### config.mk
export PLATFORM = sky130hd
export DESIGN_NAME = queue_from_two_stacks_unit_flat
export DESIGN_NICKNAME = d
export VERILOG_FILES = /design/src/rtl/core/qts_pkg.sv /design/src/rtl/core/qts_if.sv /design/src/rtl/core/qts_ram.sv /design/src/rtl/core/qts_seq.sv /design/src/rtl/core/queue_from_two_stacks_unit.sv /design/src/flat_wrapper.sv
export SDC_FILE = /design/constraint.sdc
export NUM_CORES = 1
export LEC_CHECK = 0
export ABC_AREA = 0
export BUFFER_PORTS_ARGS = -buffer_cell sky130_fd_sc_hd__buf_2
export CORE_MARGIN = 2
export CORE_UTILIZATION = 47
export DETAILED_ROUTE_END_ITERATION = 12
export PLACE_DENSITY_LB_ADDON = 0.12
export RECOVER_POWER = 25
export SLEW_MARGIN = 25
export SYNTH_ARGS = -nofsm -noshare
export SYNTH_HDL_FRONTEND = slang
export SYNTH_HIERARCHICAL = 1
export SYNTH_SLANG_ARGS = --single-unit
### constraint.sdc
create_clock -name clk -period 4.1 [get_ports clk]
set_input_delay 1.025 -clock clk [delete_from_list [all_inputs] [get_ports clk]]
set_output_delay 1.025 -clock clk [all_outputs]
set_load 0.01 [all_outputs]
### src/rtl/core/qts_pkg.sv
`timescale 1ns / 1ps
// Shared types and codes for the two-stack queue unit.
// No dependencies; every other file in rtl/core but qts_ram uses it by scoped names.
package qts_pkg;

    // Fixed payload widths of the request and response channels
    localparam int VALUE_W  = 32;
    localparam int STATUS_W = 2;

    // Operation codes on the request channel
    localparam logic FUNC_ENQ = 1'b0;
    localparam logic FUNC_DEQ = 1'b1;

    // Response status codes
    localparam logic [STATUS_W-1:0] ST_OK    = 2'd0;
    localparam logic [STATUS_W-1:0] ST_FULL  = 2'd1;
    localparam logic [STATUS_W-1:0] ST_EMPTY = 2'd2;

    // One request as captured from the input channel
    typedef struct packed {
        logic               func;
        logic [VALUE_W-1:0] enqueue_value;
    } item_t;

    // One finished result handed from the sequencer to the output register
    typedef struct packed {
        logic [VALUE_W-1:0]  dequeue_value;
        logic [STATUS_W-1:0] status;
    } result_t;

endpackage

### src/rtl/core/qts_if.sv
`timescale 1ns / 1ps
// Valid/ready channel interfaces for the two-stack queue unit.
// Depends on qts_pkg for payload widths.
interface qts_req_if;
    logic                        valid;
    logic                        ready;
    logic                        func;
    logic [qts_pkg::VALUE_W-1:0] enqueue_value;

    modport source (output valid, output func, output enqueue_value, input ready);
    modport sink   (input valid, input func, input enqueue_value, output ready);
endinterface

interface qts_rsp_if;
    logic                         valid;
    logic                         ready;
    logic [qts_pkg::VALUE_W-1:0]  dequeue_value;
    logic [qts_pkg::STATUS_W-1:0] status;

    modport source (output valid, output dequeue_value, output status, input ready);
    modport sink   (input valid, input dequeue_value, input status, output ready);
endinterface

### src/rtl/core/qts_ram.sv
`timescale 1ns / 1ps
// Single-port-write, single-port-read stack memory with registered read data.
// No package dependencies.
module qts_ram #(
    parameter int DEPTH = 16,
    parameter int WIDTH = 32
) (
    input  logic                     clk,
    input  logic                     we,
    input  logic [$clog2(DEPTH)-1:0] waddr,
    input  logic [WIDTH-1:0]         wdata,
    input  logic                     re,
    input  logic [$clog2(DEPTH)-1:0] raddr,
    output logic [WIDTH-1:0]         rdata
);

    logic [WIDTH-1:0] mem [DEPTH];
    logic [WIDTH-1:0] rdata_reg;

    // Write port
    always_ff @(posedge clk)
    begin
        if (we)
        begin
            mem[waddr] <= wdata;
        end
    end

    // Registered read port
    always_ff @(posedge clk)
    begin
        if (re)
        begin
            rdata_reg <= mem[raddr];
        end
    end

    assign rdata = rdata_reg;

endmodule

### src/rtl/core/qts_seq.sv
`timescale 1ns / 1ps
// Sequencer of the two-stack queue: stack counters, request handling and the
// one-entry-per-cycle refill of the output stack. Depends on qts_pkg.
module qts_seq #(
    parameter int DEPTH      = 16,
    parameter int DATA_WIDTH = 32
) (
    input  logic                     clk,
    input  logic                     rst_n,
    input  logic                     start,
    input  qts_pkg::item_t           item,
    output logic                     idle,
    output logic                     done,
    input  logic                     take,
    output qts_pkg::result_t         result,
    output logic                     in_we,
    output logic [$clog2(DEPTH)-1:0] in_waddr,
    output logic [DATA_WIDTH-1:0]    in_wdata,
    output logic                     in_re,
    output logic [$clog2(DEPTH)-1:0] in_raddr,
    input  logic [DATA_WIDTH-1:0]    in_rdata,
    output logic                     out_we,
    output logic [$clog2(DEPTH)-1:0] out_waddr,
    output logic [DATA_WIDTH-1:0]    out_wdata,
    output logic                     out_re,
    output logic [$clog2(DEPTH)-1:0] out_raddr,
    input  logic [DATA_WIDTH-1:0]    out_rdata
);

    localparam int AW = $clog2(DEPTH);
    localparam int CW = $clog2(DEPTH + 1);
    localparam logic [CW-1:0] CNT_FULL = CW'(DEPTH);
    localparam logic [CW-1:0] CNT_ONE  = CW'(1);

    localparam logic [2:0] S_IDLE = 3'd0;
    localparam logic [2:0] S_EXEC = 3'd1;
    localparam logic [2:0] S_XFER = 3'd2;
    localparam logic [2:0] S_READ = 3'd3;
    localparam logic [2:0] S_DONE = 3'd4;

    logic [2:0]                    state_reg, state_next;
    logic [CW-1:0]                 in_cnt_reg, in_cnt_next;
    logic [CW-1:0]                 out_cnt_reg, out_cnt_next;
    logic                          pend_reg, pend_next;
    logic                          func_reg, func_next;
    logic [DATA_WIDTH-1:0]         data_reg, data_next;
    logic [qts_pkg::VALUE_W-1:0]   value_reg, value_next;
    logic [qts_pkg::STATUS_W-1:0]  status_reg, status_next;

    logic [CW-1:0] in_last;
    logic [CW-1:0] out_last;
    logic [63:0]   enq_wide;
    logic [63:0]   rd_wide;

    // Width adaption between the 32-bit channels and DATA_WIDTH storage
    assign enq_wide = 64'(item.enqueue_value);
    assign rd_wide  = 64'(out_rdata);

    // Stack tops
    assign in_last  = in_cnt_reg - CNT_ONE;
    assign out_last = out_cnt_reg - CNT_ONE;

    assign in_waddr  = in_cnt_reg[AW-1:0];
    assign in_raddr  = in_last[AW-1:0];
    assign in_wdata  = data_reg;
    assign out_waddr = out_cnt_reg[AW-1:0];
    assign out_raddr = out_last[AW-1:0];
    assign out_wdata = in_rdata;

    assign idle                 = (state_reg == S_IDLE);
    assign done                 = (state_reg == S_DONE);
    assign result.dequeue_value = value_reg;
    assign result.status        = status_reg;

    // Next-state and datapath control
    always_comb
    begin
        state_next   = state_reg;
        in_cnt_next  = in_cnt_reg;
        out_cnt_next = out_cnt_reg;
        pend_next    = pend_reg;
        func_next    = func_reg;
        data_next    = data_reg;
        value_next   = value_reg;
        status_next  = status_reg;
        in_we        = 1'b0;
        in_re        = 1'b0;
        out_we       = 1'b0;
        out_re       = 1'b0;
        case (state_reg)
            S_IDLE:
            begin
                // Capture the request
                if (start)
                begin
                    func_next  = item.func;
                    data_next  = enq_wide[DATA_WIDTH-1:0];
                    state_next = S_EXEC;
                end
            end
            S_EXEC:
            begin
                value_next = '0;
                if (func_reg == qts_pkg::FUNC_ENQ)
                begin
                    // Push, or reject when the input stack is full
                    if (in_cnt_reg == CNT_FULL)
                    begin
                        status_next = qts_pkg::ST_FULL;
                    end
                    else
                    begin
                        in_we       = 1'b1;
                        in_cnt_next = in_cnt_reg + CNT_ONE;
                        status_next = qts_pkg::ST_OK;
                    end
                    state_next = S_DONE;
                end
                else if (out_cnt_reg != '0)
                begin
                    // Pop the output stack
                    out_re       = 1'b1;
                    out_cnt_next = out_last;
                    state_next   = S_READ;
                end
                else if (in_cnt_reg != '0)
                begin
                    state_next = S_XFER;
                end
                else
                begin
                    status_next = qts_pkg::ST_EMPTY;
                    state_next  = S_DONE;
                end
            end
            S_XFER:
            begin
                // Read the input stack top, write last cycle's entry
                if (in_cnt_reg != '0)
                begin
                    in_re       = 1'b1;
                    in_cnt_next = in_last;
                    pend_next   = 1'b1;
                end
                else
                begin
                    pend_next = 1'b0;
                end
                if (pend_reg)
                begin
                    out_we       = 1'b1;
                    out_cnt_next = out_cnt_reg + CNT_ONE;
                end
                if ((in_cnt_reg == '0) && !pend_reg)
                begin
                    state_next = S_EXEC;
                end
            end
            S_READ:
            begin
                value_next  = rd_wide[qts_pkg::VALUE_W-1:0];
                status_next = qts_pkg::ST_OK;
                state_next  = S_DONE;
            end
            S_DONE:
            begin
                // Hold until the output register takes the result
                if (take)
                begin
                    state_next = S_IDLE;
                end
            end
            default:
            begin
                state_next = S_IDLE;
            end
        endcase
    end

    // Control registers
    always_ff @(posedge clk or negedge rst_n)
    begin
        if (!rst_n)
        begin
            state_reg   <= S_IDLE;
            in_cnt_reg  <= '0;
            out_cnt_reg <= '0;
            pend_reg    <= 1'b0;
        end
        else
        begin
            state_reg   <= state_next;
            in_cnt_reg  <= in_cnt_next;
            out_cnt_reg <= out_cnt_next;
            pend_reg    <= pend_next;
        end
    end

    // Payload registers
    always_ff @(posedge clk)
    begin
        func_reg   <= func_next;
        data_reg   <= data_next;
        value_reg  <= value_next;
        status_reg <= status_next;
    end

endmodule

### src/rtl/core/queue_from_two_stacks_unit.sv
`timescale 1ns / 1ps
// Top level of the two-stack queue: two stack memories, the sequencer and
// the response register. Depends on qts_pkg, qts_if, qts_ram and qts_seq.
//
// A FIFO queue built from two stacks of DEPTH entries, DATA_WIDTH bits each.
// One request is worked at a time; req.ready is high only while the
// sequencer is idle, and each request gives exactly one response. The
// response register lets a new request in while the previous result waits.
// From the accepted request, an enqueue or a rejected dequeue passes the
// execute and done states before the response register loads; a dequeue
// served from the output stack adds a read state for its registered memory
// read. The sequencer turns idle as the response loads, so the next request
// can be accepted once the result is in the response register. A dequeue
// that finds the output stack empty first moves all n entries of the input
// stack across, one per cycle through the single read port of the input
// stack memory. Every element is moved at most once. An enqueue onto a full
// input stack answers status 1; a dequeue with both stacks empty answers
// status 2; dequeue_value is zero unless a dequeue succeeds. No memory
// clearing is needed after reset.
module queue_from_two_stacks_unit #(
    parameter int DEPTH      = 16,
    parameter int DATA_WIDTH = 32
) (
    input  logic        clk,
    input  logic        rst_n,
    qts_req_if.sink     req,
    qts_rsp_if.source   rsp
);

    localparam int AW = $clog2(DEPTH);

    qts_pkg::item_t   item;
    qts_pkg::result_t result;
    logic             start;
    logic             idle;
    logic             done;
    logic             take;
    logic             load;

    logic                  in_we, in_re, out_we, out_re;
    logic [AW-1:0]         in_waddr, in_raddr, out_waddr, out_raddr;
    logic [DATA_WIDTH-1:0] in_wdata, in_rdata, out_wdata, out_rdata;

    logic                         rsp_valid_reg, rsp_valid_next;
    logic [qts_pkg::VALUE_W-1:0]  rsp_value_reg;
    logic [qts_pkg::STATUS_W-1:0] rsp_status_reg;

    // Request side
    assign item.func          = req.func;
    assign item.enqueue_value = req.enqueue_value;
    assign req.ready          = idle;
    assign start              = req.valid && idle;

    // Response register: load when empty or being drained
    assign take = !rsp_valid_reg || rsp.ready;
    assign load = done && take;

    always_comb
    begin
        rsp_valid_next = rsp_valid_reg;
        if (load)
        begin
            rsp_valid_next = 1'b1;
        end
        else if (rsp.ready)
        begin
            rsp_valid_next = 1'b0;
        end
    end

    always_ff @(posedge clk or negedge rst_n)
    begin
        if (!rst_n)
        begin
            rsp_valid_reg <= 1'b0;
        end
        else
        begin
            rsp_valid_reg <= rsp_valid_next;
        end
    end

    always_ff @(posedge clk)
    begin
        if (load)
        begin
            rsp_value_reg  <= result.dequeue_value;
            rsp_status_reg <= result.status;
        end
    end

    assign rsp.valid         = rsp_valid_reg;
    assign rsp.dequeue_value = rsp_value_reg;
    assign rsp.status        = rsp_status_reg;

    // Input stack memory
    qts_ram #(
        .DEPTH (DEPTH),
        .WIDTH (DATA_WIDTH)
    ) u_in_ram (
        .clk   (clk),
        .we    (in_we),
        .waddr (in_waddr),
        .wdata (in_wdata),
        .re    (in_re),
        .raddr (in_raddr),
        .rdata (in_rdata)
    );

    // Output stack memory
    qts_ram #(
        .DEPTH (DEPTH),
        .WIDTH (DATA_WIDTH)
    ) u_out_ram (
        .clk   (clk),
        .we    (out_we),
        .waddr (out_waddr),
        .wdata (out_wdata),
        .re    (out_re),
        .raddr (out_raddr),
        .rdata (out_rdata)
    );

    // Sequencer
    qts_seq #(
        .DEPTH      (DEPTH),
        .DATA_WIDTH (DATA_WIDTH)
    ) u_seq (
        .clk       (clk),
        .rst_n     (rst_n),
        .start     (start),
        .item      (item),
        .idle      (idle),
        .done      (done),
        .take      (take),
        .result    (result),
        .in_we     (in_we),
        .in_waddr  (in_waddr),
        .in_wdata  (in_wdata),
        .in_re     (in_re),
        .in_raddr  (in_raddr),
        .in_rdata  (in_rdata),
        .out_we    (out_we),
        .out_waddr (out_waddr),
        .out_wdata (out_wdata),
        .out_re    (out_re),
        .out_raddr (out_raddr),
        .out_rdata (out_rdata)
    );

endmodule

### src/flat_wrapper.sv
// flat-port wrapper written by rule: the top's interface ports become plain ports
module queue_from_two_stacks_unit_flat 
#(
    parameter int DEPTH      = 16,
    parameter int DATA_WIDTH = 32
)
  (clk, rst_n, req_valid, req_func, req_enqueue_value, req_ready, rsp_valid, rsp_dequeue_value, rsp_status, rsp_ready);
  qts_req_if req_i ();
  qts_rsp_if rsp_i ();
  input  logic clk;
  input  logic rst_n;
  input wire logic [$bits(req_i.valid)-1:0] req_valid;
  input wire logic [$bits(req_i.func)-1:0] req_func;
  input wire logic [$bits(req_i.enqueue_value)-1:0] req_enqueue_value;
  output wire logic [$bits(req_i.ready)-1:0] req_ready;
  output wire logic [$bits(rsp_i.valid)-1:0] rsp_valid;
  output wire logic [$bits(rsp_i.dequeue_value)-1:0] rsp_dequeue_value;
  output wire logic [$bits(rsp_i.status)-1:0] rsp_status;
  input wire logic [$bits(rsp_i.ready)-1:0] rsp_ready;
  assign req_i.valid = req_valid;
  assign req_i.func = req_func;
  assign req_i.enqueue_value = req_enqueue_value;
  assign req_ready = req_i.ready;
  assign rsp_valid = rsp_i.valid;
  assign rsp_dequeue_value = rsp_i.dequeue_value;
  assign rsp_status = rsp_i.status;
  assign rsp_i.ready = rsp_ready;
  queue_from_two_stacks_unit #(.DEPTH(DEPTH), .DATA_WIDTH(DATA_WIDTH)) u_core (.clk(clk), .rst_n(rst_n), .req(req_i), .rsp(rsp_i));
endmodule
==> results of run 1 <==
## cell families (layout without fill, tap and decap cells)
kind of cell	after synthesis	in the layout	synth area share
multiplexers	260	260	0.129
other	0	1	0
AND/OR/NAND/NOR	195	195	0.0221
adder cells (fa/ha/maj)	5	5	0.00139
AO/OA/AOI/OAI	148	148	0.0248
flip-flops	1204	1204	0.802
buffers and inverters	147	363	0.0182
XOR/XNOR	10	10	0.00195
## path summary, 6_finish.rpt
check / end / slack [ns] / cells past startpoint
worst max-delay path: u_core/u_in_ram/mem[15][14] / 0.81 / 8
worst min-delay path: u_core/rsp.dequeue_value[17] / 0.42 / 0
worst max register to register: u_core/u_in_ram/mem[15][14] / 0.81 / 8
worst min register to register: u_core/rsp.dequeue_value[17] / 0.42 / 0
max in group asynchronous: u_core/u_seq/in_cnt_reg[0] / 2.99 / 1
min in group asynchronous: u_core/rsp.valid / 0.46 / 1
## synth_stat cells, drive strengths merged
library cell and n:
edfxtp 1189, mux4 256, a22oi 128, buf 96
nand2 71, clkbuf 43, and3 34, nor2 34
dfrtp 15, nor3 14, and2 9, inv 8
a21oi 7, nor2b 7, nand2b 6, xor2 6
ha 5, o21ai 5, mux2i 4, nand3b 4
nor3b 4, or3b 4, xnor2 4, nand3 3
nand4 3, a21o 2, a21bo 1, a32o 1
a32oi 1, nor4b 1, o211ai 1, o31ai 1
o32ai 1, or4b 1
## area by class of cell
type | count | area share
sequential | 1204 | 0.707
multi-input combinational | 618 | 0.164
clock buffer | 174 | 0.0706
tap | 1265 | 0.0310
timing repair buffer | 131 | 0.0196
clock inverter | 50 | 0.00638
inverter | 8 | 0.000981
antenna | 1 | 0.0000491
## power by group through the flow
stage	combinational (mW)	sequential (mW)	clock [mW]
after floorplan	7.96	16.2	0
after detailed placement	10.8	17.0	0
final	10.6	16.7	10.8
after global routing	11.5	16.9	11.5
after CTS	10.8	16.7	11.1
after global placement	10.8	16.9	0
## worst max-delay path: stages (launching register included)
cell,delay [ns]
dfrtp_1,0.68
inv_8,0.16
ha_1,0.28
nor3b_1,0.18
nand2_1,0.14
and2_1,0.21
nand3_1,0.29
nor2_4,0.66
buf_4,0.36
## placed cells by master (no fill, tap or decap), types with 4 or more instances in the layout
cell	count
nand2_1	71
nand3b_1	4
clkbuf_1	38
nor2_1	7
ha_1	5
and3_1	33
mux4_2	256
xnor2_1	4
buf_12	16
nor2_4	27
buf_4	43
buf_2	69
xor2_1	6
nor3_2	6
a22oi_1	128
inv_1	4
nor2b_4	5
clkinv_1	24
edfxtp_1	1189
clkinv_2	16
nand2b_1	5
mux2i_1	4
a21oi_1	6
nor3_1	6
dfrtp_1	15
o21ai_0	5
and2_1	5
clkbuf_16	138
## per-stage QoR
| stage | instance area, um2 | setup WS, ns | total power [mW] |
|---|---|---|---|
| 2_1_floorplan | 45000 | 0.178 | 24.1 |
| 3_3_place_gp | 47100 | 0.831 | 27.6 |
| 3_5_place_dp | 47100 | 0.798 | 27.8 |
| 4_1_cts | 51000 | 0.795 | 38.6 |
| 5_1_grt | 51000 | 0.554 | 39.9 |
| 6_report | 51000 | 0.809 | 38.0 |
## metal layers
layer,GRT usage,vias up
met2,0.316,492
met4,0.0564,0
li1,-,8506
met5,0,-
met3,0.0298,129
met1,0.279,10761
==> results.toml, run 1 <==
[run_status]
run_status = "finished clean"

[final_layout]
num-nets-final = 2135
top_regs = "u_core/u_in_ram/mem: 512 flops, u_core/u_out_ram/mem: 512 flops"
final_cells = 3451
fillers = 7211
drive_above_1_share = 0.279
post-route-util = 0.538
multi_input_area_um2 = 8360
syn_to_final_growth_pct = 13.4
regArea_um2 = 36100

[route]
routedWlPerCell_um = 26.9
drt-pass1-iter-count = 8
dr.max_layer_used = "met4"
vias = 19888
wl_met1_um = 41100
drc = 0
viasPerCell = 5.76
wl_met2_um = 46000
ant_nets = 0
drt_iter0_drc = 1750
wl_met3_um = 4130
wl_um = 93000

[sta]
slew_violations = 0
grt_setup_unrepaired = "no"
hold_viol = 0
fin_crit_sh = 0.803
fmax_mhz = 304
hold-worst-slack_ns = 0.415
setup_viol = 0
fin_skew_ns = 0.0222
relSlewSlack = 0.313
tightest_slew_ns = 1.03
min_period_ns = 3.29
tns_ns = 0

[run]
cap_viol_max_count = 0

[placed_design]
placement.io_buffers = 72
place_hpwl_um = 51300
dp.cells = 3226
routabilityCongestion = 0.747

[clocking]
clockBufferDepth = 3
ctsResizeCount = 0
cts_sinks = 1204
worstSkewPairLatency_ns = 0.71
h-tree-depth = 4
cts_tree = "built"
root_buffer = "clkbuf_16"
post_cts_buffers = 0
postCtsHoldBufs = 0
numCtsBuffers = 130
path_clk_slew_ns = 0.05

[synth]
ys_seq_area_frac = 0.802
syn-instance-count = 1969
yosys.area.top_type_share = 0.794
syn-num-nets = 2011
synth_cell_type_count = 44
avgSynthCellArea_um2 = 22.8
synth_seq_cells = 1204
yosysTopAreaCell = "edfxtp_1"
synth_warnings = 6
ys_top_cells_by_area = "edfxtp_1 79%, mux4_2 13%, a22oi_1 2.1%"
syn_area_um2 = 45000

[setup_path]
worst-setup-path-type = "reg2reg"
cp-end-kind = "flop"
worstReg2RegStart = "u_core/u_seq/in_cnt_reg[0]"
required_ns = 4.49
cp_max_fo = 20
start_kind = "flop"
crit_path_start = "u_core/u_seq/in_cnt_reg[0]"
critical_path_arrival_ns = 3.69

[global_routing]
grt_pass1_wl_um = 139000
track_usage = 0.195
grt_pass1_vias = 20948
grt_max_degree = 79
antenna_found_initial = 0
gr-total-overflow = 0

[pwr]
p_seq_frac = 0.439
netSwitchingPower_mw = 11.6
p_clk_frac = 0.283
p_per_area_nw_per_um2 = 746
max-vdd-ir-drop_mv = 0.459
intPower_mw = 26.4
p_leak_nw = 16.2
sw_frac_of_total = 0.305
combPwrFrac = 0.279

[die]
dieArea_um2 = 98200
die_w_um = 313
coreArea_um2 = 94900
start_util = 0.474
die_height_um = 313
pin_count = 73
fp-row-count = 113

[hold_path]
holdCritStartpoint = "u_core/u_seq/value_reg[17]"
hold_class = "reg2reg"
(Power assumes the default switching activity.)
==> inputs of run 2 (changes only) <==
--- a/config.mk
+++ b/config.mk
@@ -5,7 +5,7 @@
 export SDC_FILE = /design/constraint.sdc
 export NUM_CORES = 1
 export LEC_CHECK = 0
-export ABC_AREA = 0
+export ABC_AREA = 1
 export BUFFER_PORTS_ARGS = -buffer_cell sky130_fd_sc_hd__buf_2
 export CORE_MARGIN = 2
 export CORE_UTILIZATION = 47
==> constraint.sdc (replaced) <==
create_clock -name clk -period 3 [get_ports clk]
set_input_delay 0.75 -clock clk [delete_from_list [all_inputs] [get_ports clk]]
set_output_delay 0.75 -clock clk [all_outputs]
set_load 0.01 [all_outputs]
==> run 2 against run 1 <==
  * Critical path depth is the same
  * Cell area up 12%
  * Wire length grew 29%
  * First-iteration DRC count up 40%
  * Combinational power is 92% higher
  * Largest power group unchanged
==> results.toml, run 2 <==
[placed_design]
place_hpwl_um = 66700
routabilityCongestion = 0.762
placement.io_buffers = 72
dp_slack_ns = 0.386

[global_routing]
grt_pass1_vias = 29518
grt_busiest_layer = "met2"
grt_pass1_wl_um = 183000
grt_max_degree = 130
grtUsageMet3 = 0.0287
track_usage = 0.218
grtUsageMet2 = 0.365
antenna_found_initial = 4
grtUsageMet1 = 0.299
gr-total-overflow = 0

[synth]
syn-num-nets = 4662
synth_seq_cells = 1204
async_reset_ff_frac = 0.0125
synth_warnings = 6
ys.flop_type = "edfxtp_1"
synth_common_cells = "1400 x nand2_1, 1189 x edfxtp_1, 836 x inv_1"
ys_top_cells_by_area = "edfxtp_1 70%, nand2_1 10%, nand3_1 7.8%"
synth_edf_count = 1189
avgSynthCellArea_um2 = 11.0
yosysTopAreaCell = "edfxtp_1"
yosys.area.top_type_share = 0.702
syn_area_um2 = 50900
synth_cell_type_count = 30
ys_seq_area_frac = 0.709
syn-instance-count = 4620
synth_most_common_cell = "nand2_1"

[final_layout]
layout_commonest_cell = "nand2_1"
top_regs = "u_core/u_in_ram/mem: 512 flops, u_core/u_out_ram/mem: 512 flops"
final_cell_mix = "1400 x nand2_1, 1189 x edfxtp_1, 826 x inv_1"
drive_above_1_share = 0.0888
num-nets-final = 4730
syn_to_final_growth_pct = 12.2
post-route-util = 0.532

[setup_path]
required_ns = 3.43
cp_max_fo = 14
cp-end-kind = "flop"
start_kind = "flop"
critical_path_arrival_ns = 3.07
worst-setup-path-type = "reg2reg"
ff2ff_path_depth = 8

[clocking]
root_buffer = "clkbuf_16"
h-tree-depth = 4
path_clk_slew_ns = 0.05
cts_tree = "built"
worstSkewPairLatency_ns = 0.74
numCtsBuffers = 134
clockBufferDepth = 3
cts_sinks = 1204
ctsResizeCount = 0

[route]
routedWlPerCell_um = 19.3
drt-pass1-iter-count = 5
drt_iter0_drc = 2458
drc = 0
viasPerCell = 5.00
vias = 30994
ant_nets = 0
wl_um = 120000

[pwr]
max-vdd-ir-drop_mv = 1.03
netSwitchingPower_mw = 22.1
p_seq_frac = 0.386
intPower_mw = 36.2
p_clk_frac = 0.264
finalPower_mw = 58.2
sw_frac_of_total = 0.379
p_leak_nw = 23.8
p_per_area_nw_per_um2 = 1020
combPwrFrac = 0.350

[die]
coreArea_um2 = 107000
fp-row-count = 120
die_w_um = 333
dieArea_um2 = 111000
start_util = 0.475
pin_count = 73
die_height_um = 333

[sta]
fin_skew_ns = 0.0255
tightest_slew_ns = 0.969
tns_ns = 0
hold-worst-slack_ns = 0.178
setup_viol = 0
fin_crit_sh = 0.881
hold_viol = 0
fmax_mhz = 378
layout_setup_ws_ns = 0.358
min_period_ns = 2.64
slew_violations = 0
grt_setup_unrepaired = "no"
relSlewSlack = 0.354

[run]
cap_viol_max_count = 0

[run_status]
run_status = "finished clean"

[hold_path]
hold_class = "in2reg"
hold_path_depth = 1
[run 2: cell count changes after synthesis, moves of 45 or more]
cell,change
mux4_2,-256
buf_2,+78
nand3_1,+794
nor2_1,+45
nand2_1,+1329
a22oi_1,-128
buf_6,+55
inv_1,+828
[run 2: through the flow]
step           instances  cell area [um2]
6_report            6194            57100
5_1_grt             6191            57100
4_1_cts             6191            57100
3_5_place_dp        5954            53000
3_3_place_gp        5954            53000
2_1_floorplan       4620            50900
[run 2: critical path, stage by stage, from the launching register on]
cell and delay [ns]:
dfrtp_1 0.60, inv_8 0.03, ha_1 0.23, nand3_1 0.13, nand2_2 0.15, inv_1 0.16, nand3_1 0.34, nor2_4 0.46
buf_12 0.21
[run 2: what timing repair did]
action,CTS,global route
hold buffers,1,0
buffers inserted,0,0
endpoints found under the hold margin,15,0
[run 2: worst paths after layout]
check	slack [ns]	endpoint	startpoint
min	0.18	u_core/u_seq/in_wdata[17]	req_enqueue_value[17]
min reg2reg	0.42	u_core/rsp.dequeue_value[12]	u_core/u_seq/value_reg[12]
min in group asynchronous	0.67	u_core/rsp.valid	rst_n
max reg2reg	0.36	u_core/u_in_ram/mem[4][26]	u_core/u_seq/in_cnt_reg[0]
max in group asynchronous	1.72	u_core/u_seq/out_cnt_reg[1]	rst_n
max	0.36	u_core/u_in_ram/mem[4][26]	u_core/u_seq/in_cnt_reg[0]
[run 2: layer usage]
layer / part of all wire / up-vias
met5: 0 / -
met4: 0.020 / 0
met3: 0.047 / 164
met2: 0.49 / 752
met1: 0.44 / 14973
li1: - / 15105
[run 2: cells by family after synthesis]
group           synth area share
flops                      0.709
compound gates          0.000688
simple gates               0.192
buf+inv                   0.0968
fa+ha+maj                0.00123
xor+xnor                0.000688
[run 2: power groups by stage]
stage	logic [mW]	registers (mW)	clock network (mW)
after global placement	20.3	22.8	0
final	20.4	22.5	15.4
after floorplan	14.5	21.9	0
after global routing	22.6	22.7	16.4
after detailed placement	20.4	22.9	0
after CTS	20.5	22.5	15.8
[run 2: layout make-up]
cell class                 instances  area (um2)
fill                            9262       50100
sequential                      1204       36100
multi-input combinational       2318       10200
clock buffer                     171        3610
inverter                         842        3200
timing repair buffer             188        1760
tap                             1403        1760
clock inverter                    65         492
antenna                            3        7.51
